$ cat config.mk
export PLATFORM = sky130hd
export DESIGN_NAME = lfstr_cell
export DESIGN_NICKNAME = d
export VERILOG_FILES = /design/src/hdl/assert_macros.svh /design/src/hdl/lfstr_pkg.sv /design/src/hdl/lfstr_cell.sv
export SDC_FILE = /design/constraint.sdc
export NUM_CORES = 1
export LEC_CHECK = 0
export ABC_AREA = 0
export BUFFER_PORTS_ARGS = -buffer_cell sky130_fd_sc_hd__clkbuf_2
export CAP_MARGIN = 20
export CORE_MARGIN = 1
export CORE_UTILIZATION = 45
export CTS_CLUSTER_DIAMETER = 50
export DETAILED_ROUTE_END_ITERATION = 12
export GPL_TIMING_DRIVEN = 0
export HOLD_SLACK_MARGIN = 0.15
export PLACE_DENSITY = 0.71
export SYNTH_ARGS = -nofsm -noshare
export SYNTH_HDL_FRONTEND = slang
export SYNTH_SLANG_ARGS = --single-unit
$ cat constraint.sdc
create_clock -name clk_i -period 3 [get_ports clk_i]
set_input_delay 0.3 -clock clk_i [delete_from_list [all_inputs] [get_ports clk_i]]
set_output_delay 0.3 -clock clk_i [all_outputs]
set_load 0.05 [all_outputs]
$ cat src/hdl/assert_macros.svh
// ----------------------------------------------------------------------------
// Assertion macros
// Concurrent assertion wrappers used by the top-level RTL file.
// ----------------------------------------------------------------------------
`ifndef ASSERT_MACROS_SVH
`define ASSERT_MACROS_SVH
`ifndef SYNTH
`define ASSERT_RST(lbl, prop, msg) \
  lbl: assert property (@(posedge clk_i) disable iff (!rst_ni) prop) else $error(msg);
`define ASSERT_ALWAYS(lbl, prop, msg) \
  lbl: assert property (@(posedge clk_i) prop) else $error(msg);
`else
`define ASSERT_RST(lbl, prop, msg)
`define ASSERT_ALWAYS(lbl, prop, msg)
`endif
`endif

$ cat src/hdl/lfstr_pkg.sv
`timescale 1ns / 1ps
// ----------------------------------------------------------------------------
// lfstr_pkg
// Types and constants of the lowest free slot timed release unit.
// ----------------------------------------------------------------------------
package lfstr_pkg;

  localparam logic KIND_REQUEST = 1'b0;
  localparam logic KIND_READ    = 1'b1;

  localparam int unsigned TotalW = 48;
  localparam logic [TotalW-1:0] TOTAL_MAX = {TotalW{1'b1}};

  typedef struct packed {
    logic        kind;
    logic [31:0] arrival_time;
    logic [31:0] amount;
    logic [31:0] hold_time;
    logic [3:0]  read_slot;
  } in_item_t;

  typedef struct packed {
    logic              granted;
    logic [3:0]        slot_index;
    logic [TotalW-1:0] total;
  } out_item_t;

  typedef struct packed {
    logic              valid;
    logic              kind;
    logic [31:0]       arrival_time;
    logic [31:0]       amount;
    logic [31:0]       hold_time;
    logic [3:0]        read_slot;
    logic              granted;
    logic [3:0]        slot_index;
    logic [TotalW-1:0] total;
  } token_t;

endpackage

$ cat src/hdl/lfstr_cell.sv
`timescale 1ns / 1ps
// ----------------------------------------------------------------------------
// lfstr_cell
// One slot: busy flag, return time and total; processes the passing token.
// ----------------------------------------------------------------------------
module lfstr_cell #(
  parameter int Idx = 0
) (
  input  logic              clk_i,
  input  logic              rst_ni,
  input  logic              en_i,
  input  logic [4:0]        slot_count_i,
  input  lfstr_pkg::token_t tok_i,
  output lfstr_pkg::token_t tok_o
);

  localparam logic [3:0] IdxLow = 4'(Idx);

  logic                          busy_q, busy_d;
  logic [32:0]                   rt_q, rt_d;
  logic [lfstr_pkg::TotalW-1:0]  total_q, total_d;
  lfstr_pkg::token_t             tok_q, tok_d;
  logic                          due, is_req, active, grant, rd_hit;
  logic [lfstr_pkg::TotalW:0]    sum;
  logic [lfstr_pkg::TotalW-1:0]  sat;

  always_comb begin
    due    = busy_q && (rt_q <= {1'b0, tok_i.arrival_time});
    is_req = tok_i.valid && (tok_i.kind == lfstr_pkg::KIND_REQUEST);
    active = Idx < int'(slot_count_i);
    grant  = is_req && active && (!busy_q || due) && !tok_i.granted;
    rd_hit = tok_i.valid && (tok_i.kind == lfstr_pkg::KIND_READ)
             && (int'(tok_i.read_slot) == Idx);
    sum    = {1'b0, total_q} + (lfstr_pkg::TotalW+1)'(tok_i.amount);
    sat    = sum[lfstr_pkg::TotalW] ? lfstr_pkg::TOTAL_MAX
                                    : sum[lfstr_pkg::TotalW-1:0];
    busy_d  = busy_q;
    rt_d    = rt_q;
    total_d = total_q;
    tok_d   = tok_i;
    if (grant) begin
      busy_d           = 1'b1;
      rt_d             = {1'b0, tok_i.arrival_time} + {1'b0, tok_i.hold_time};
      total_d          = sat;
      tok_d.granted    = 1'b1;
      tok_d.slot_index = IdxLow;
      tok_d.total      = sat;
    end else if (is_req && due) begin
      busy_d = 1'b0;
    end
    if (rd_hit) begin
      tok_d.total = total_q;
    end
  end

  always_ff @(posedge clk_i or negedge rst_ni) begin
    if (!rst_ni) begin
      busy_q  <= 1'b0;
      rt_q    <= '0;
      total_q <= '0;
      tok_q   <= '0;
    end else if (en_i) begin
      busy_q  <= busy_d;
      rt_q    <= rt_d;
      total_q <= total_d;
      tok_q   <= tok_d;
    end
  end

  assign tok_o = tok_q;

endmodule

Word-level counts from Yosys, hierarchy flattened
Index checks and enable logic that the tools add are counted.

Flip-flop bits (word level): 237. Output and inout port bits: 155. Word-level logic and storage cells: 37.

Add/sub/neg operators: 2. Magnitude comparators: 2. Mux-type cells: 5. Bitwise gates (word level): 1. Reduce and logical (&&, ||, !) cells: 15.

Operators by type and width (number): $mux W48 (2); $mux W53 (1); $add A48 B32 Y49 (1); $add A32 B32 Y33 (1); $le A33 B32 Y1 (1); $logic_and A1 B1 Y1 (8); $lt A1 B5 Y1 const A (1); $logic_not A4 Y1 (1); $reduce_and A2 Y1 (2); $logic_not A1 Y1 (2); $mux W1 (2); $reduce_bool A2 Y1 (1); $logic_or A1 B1 Y1 (1); $not A1 Y1 (1).

Depth between registers and ports, before layout
Depth in word-level cells: 7. Depth in mapped cells: 14.

Worst setup path after synthesis
No wires, ideal clock.

Path type: reg2reg. Start point: reg total_q[0] (netlist bit). End point: reg total_q[18] (netlist bit). Library setup time: 0.126 ns. Arrival time: 3.191 ns. Data required time: 2.874 ns. Setup slack: -0.317 ns. Stages on the path, launching flop included: 14. Buffers on the path: 2. Clock period less this slack: 3.317 ns. Cell sequence: dfrtp_1 ha_1 fa_1 a21oi_2 nor3b_2 o31a_1 o31ai_4 nor3_2 nor4_4 nor4_4 nand2b_1 buf_2 buf_6 o32a_1.

Longest elaborated chain between the ends: 2.

RTL lines: start: declaration (RTL line lfstr_cell.sv:21) `logic [lfstr_pkg::TotalW-1:0] total_q, total_d;`; start signal: assignment (RTL line lfstr_cell.sv:65) `total_q <= total_d;`; $add A48 B32 Y49 (RTL line lfstr_cell.sv:34) `sum = {1'b0, total_q} + (lfstr_pkg::TotalW+1)'(tok_i.amount);`; $mux W48 (RTL line lfstr_cell.sv:35) `sat = sum[lfstr_pkg::TotalW] ? lfstr_pkg::TOTAL_MAX`.

No other way between the ends. A chain may end at the register's enable or synchronous reset.

Final worst setup path
Start point: reg total_q[0] (netlist bit). End point: reg total_q[19] (netlist bit).

The elaborated chain is that of the path after synthesis.

==> metrics list <==
* Via count of the first global-routing pass: 13,630
* Crit Path Max Fanout: 6
- Kind of launch point of the worst setup path: flop
- Setup violations remaining at the end of the flow were counted as 90.
- Pre-CTS WS: -1.006 ns
- Most crowded layer after global routing: met2
- Power, Total: roughly 16 mW
- Hold violation total from the final report: 0
- Power share of the sequential group: 0.282
- Counting along the longest clock path gives a buffer depth of 3.
- The H-tree was split into 2 levels.
* WL per Instance: 20.51 µm
* Mapped Cells: about 1,400
- On the critical path, the stage with the largest delay is an instance of dfrtp_1.
* Setup slack on the worst flop-to-flop path: -0.29 ns
- Die Footprint: around 0.032 mm²
- The library cell used most frequently in the layout, excluding fill and tap cells, is clkbuf_2.
* Fin worst setup slack: -0.2908 ns
- Met1 capacity usage during global routing: 0.3767
* Total via count after detailed routing: 13,660
- In this run the cell area measured after placement is 0.01610 mm².
- Area inside the core boundary: 0.03051 mm²
- The average instance in the mapped netlist occupies 9.670 µm².
- Non-filler cells in the finished layout: roughly 2,400
- Detailed placement finished with a half-perimeter wire length of between 30,000 and 40,000 µm.
- Nets: around 2,200
- The setup path with the least slack is of type flop to flop.
* Insertion delay to the later sink of the worst-skew pair: between 0.5 and 0.6 ns
- Static timing analysis puts the maximum clock frequency at around 300 MHz.
* Distinct cell type count after synthesis: 67
- Stage delay of the slowest cell on the critical path: between 0.4 and 0.5 ns
* Fraction of synthesis flops using an asynchronous set or reset pin: 1.000
* Multiplexer area fraction after synthesis: 0.08788
* Wirelength, routed: 49,120 µm
- The first global-routing pass estimated around 74,000 µm of wire.
- Remaining Overflow, GRT: 0
- The detailed router finished its first iteration with about 1,100 violations.
* IR drop worst, VDD: roughly 0.44 mV
- The share of the synthesized area in compound gates (AO/OA/AOI/OAI) came to 0.1847.
- The cell area that synthesis handed to floorplanning was 0.01392 mm².
- The number of pins with negative max-slew slack in the final report came to 0.
- Die Y: around 180 µm
- The clock arrives with ~0.018 ns of skew.
- Data on the critical path arrives at its endpoint at 3.68 ns.
* Result of the run: finished with violations
- Count of clock tree sinks: 237
- Worst slew margin: 0.3091
* Unrepaired setup endpoints after global routing: yes
* Pin count of the biggest net entering global routing: approximately 110
- Antenna fix cells: 0
- Of the total synthesized cell area, the portion taken by AND, OR, NAND and NOR gates is 0.1371.
- For this configuration, the core starts out at a cell density of 0.4564.
- MaxCap Viol Count: 0
- For met3 alone, demand over resource in global routing was 0.06063.
* Top Ports: ~320
- Static leakage: roughly 9.3 nW
- The share of total power dissipated in the clock network is 0.257.
* Number of storage elements in the synthesis netlist: about 240
- Row generation in the floorplan step produced 64 rows.
- Combined global-route utilization of all metal layers: 0.3047
- Clock root cell: clkbuf_16
- Compared with the post-synthesis result, the final layout area differs by 44.68%.
- Port Buf Inserts: ~320
- In the global route stage, met2 resource usage came out at 0.5263.
* Clock-pin slew on the worst setup and hold paths: ~0.060 ns
* Combinational share of power: 0.460
- Total nets after synthesis: between 1,500 and 2,000
- Final weighted congestion in routability-driven placement: roughly 0.98
- For this design the ratio of total power to cell area is 797.8 mW/mm².
- Primary flip-flop cell chosen by synthesis mapping: dfrtp_1
* First drt pass iteration count: 7
* XOR/XNOR share of the synthesized area: 0.03963
- Of the total synthesized cell area, the portion taken by full adders, half adders and majority gates is 0.08914.
- The top cell types in the final layout, fill and taps aside, are clkbuf_2 (321), dfrtp_1 (237), nand2_1 (128).
- Dominant combinational cell family by area after synthesis: compound AO/OA/AOI/OAI gates
* Switch Pwr: between 6 and 7 mW
- Post-synthesis sequential area ratio: 0.4259
* Post-route ant nets: 0
- Type of destination of the critical path: flop
- With fillers left out, the area of the finished cells amounts to about 0.020 mm².
- Via density per instance: ~5.7
- Actual slew at the worst max-slew pin: approximately 1.0 ns
- Number of antenna violations at the first check in global routing: 1
- Subtracting the final worst setup slack from the clock period gives 3.291 ns.
- Of the total power, the share spent switching nets is 0.4122.
* Class of the tightest hold or removal check: input pin to flop
- Internal portion of total power: 9.448 mW
* Chain of cells forming the critical path: ha_4 > fa_2 > a21oi_4 > nor3b_2 > o31a_1 > o31ai_4 > buf_6 > nor3_4 > nor4_4 > buf_6 > nor4_4 > nand2b_4 > bufbuf_16 > o32a_1
- Placed cell count: ~2,200
- Number of remaining DRC errors: 0
- Total clock buffers created by CTS: 36
- The floorplan step set the die width to 177.9 µm.
* Violations in the final reports: negative setup slack
- Counting flops with a built-in enable in the synthesized netlist gives 0.
* Period utilization: 1.097
- Warnings from Yosys: 0
- Data on the critical path is required at its endpoint by between 3 and 4 ns.
- TritonCTS built the clock tree.
- In the final layout, the share of cells above drive strength 1 is 0.3632.
[power by group through the flow]
stage          combinational, mW  sequential, mW  clock [mW]
6_report                    7.40            4.54        4.14
5_1_grt                     7.98            4.62        4.35
4_1_cts                     6.69            4.50        4.20
3_5_place_dp                5.73            4.54           0
3_3_place_gp                5.61            4.51           0
2_1_floorplan               3.41            5.32           0
[what timing repair did]
action	in CTS	in global routing
resized for setup	183	110
setup buffers	36	31
endpoints found under the setup margin	134	130
endpoints found under the hold margin	154	1
pin swaps	79	53
gates cloned	5	5
hold buffers	115	1
[state kept, by name (all words and copies together) (netlist names)]
| name | count |
|---|---|
| busy_q | 1 |
| total_q | 48 |
| tok_o | 155 |
| rt_q | 33 |
[final timing paths]
path,from,endpoint,cells past startpoint
setup / recovery,total_q[0]$_DFFE_PN0P_,total_q[19]$_DFFE_PN0P_,14
min in group asynchronous,rst_ni,tok_o[98]$_DFFE_PN0P_,2
hold reg to reg,rt_q[23]$_DFFE_PN0P_,rt_q[23]$_DFFE_PN0P_,2
max in group asynchronous,rst_ni,rt_q[20]$_DFFE_PN0P_,3
hold / removal,tok_i[46],tok_o[46]$_DFFE_PN0P_,3
setup reg to reg,total_q[0]$_DFFE_PN0P_,total_q[19]$_DFFE_PN0P_,14
[metal layers]
layer  vias up  share of wire
met5         -        0.00024
met4         2          0.035
met3       121          0.072
met2       622           0.49
met1      6597           0.40
li1       6313              -
[cell families after synthesis]
group	count (synthesis)
flops	237
mux	109
buf+inv	127
xor+xnor	63
fa+ha+maj	98
simple gates	402
compound gates	404
[cell type report]
cell class,count,area (µm²)
multi-input combinational,1077,8333
tap,396,495.5
inverter,55,206.4
clock inverter,21,216.5
sequential,237,5931
buffer,61,409.1
clock buffer,40,957.2
fill,2346,10360
timing repair buffer,508,3598
[cell usage after synthesis, types with 8 or more instances]
| cell type | count | area share |
|---|---|---|
| nor2_1 | 101 | 0.027 |
| buf_2 | 10 | 0.0036 |
| o221ai_1 | 8 | 0.0050 |
| xnor2_1 | 37 | 0.023 |
| o211ai_1 | 14 | 0.0075 |
| nor2b_1 | 14 | 0.0063 |
| or3_1 | 20 | 0.0090 |
| a31oi_1 | 27 | 0.012 |
| nand2_1 | 135 | 0.036 |
| o21ai_0 | 110 | 0.040 |
| a21oi_1 | 102 | 0.037 |
| o21bai_1 | 8 | 0.0043 |
| a21o_1 | 30 | 0.016 |
| o22a_1 | 19 | 0.012 |
| inv_1 | 55 | 0.015 |
| ha_1 | 96 | 0.086 |
| nand2b_1 | 10 | 0.0045 |
| xor2_1 | 26 | 0.016 |
| mux2_2 | 106 | 0.086 |
| nor3_1 | 30 | 0.011 |
| nand3_1 | 28 | 0.010 |
| and3_1 | 15 | 0.0067 |
| nand4_1 | 18 | 0.0081 |
| nor4_1 | 8 | 0.0036 |
| o31ai_1 | 9 | 0.0049 |
| o21a_1 | 14 | 0.0075 |
| dfrtp_1 | 237 | 0.43 |
| clkbuf_1 | 59 | 0.016 |
| a211oi_1 | 13 | 0.0070 |
[through the flow]
stage                     utilization  hold WS [ns]  setup TNS (ns)
after detailed placement       0.5278        0.2623          -97.90
final                          0.6604        0.1658          -16.08
after global routing           0.6604        0.1683          -25.72
after global placement         0.5257        0.4650         -893.40
after floorplan                     -      0.004409          -1.247
after CTS                      0.6372        0.1506          -16.00
[worst max-delay path: cells and delay by family, from the launching register on]
family	cells	cell delay (ns)
adder cells (fa/ha/maj)	2	0.55
AO/OA/AOI/OAI	4	0.92
buffers and inverters	3	0.62
flip-flops	1	0.42
AND/OR/NAND/NOR	5	0.67
Note: power is estimated with default switching activity, not from simulation.
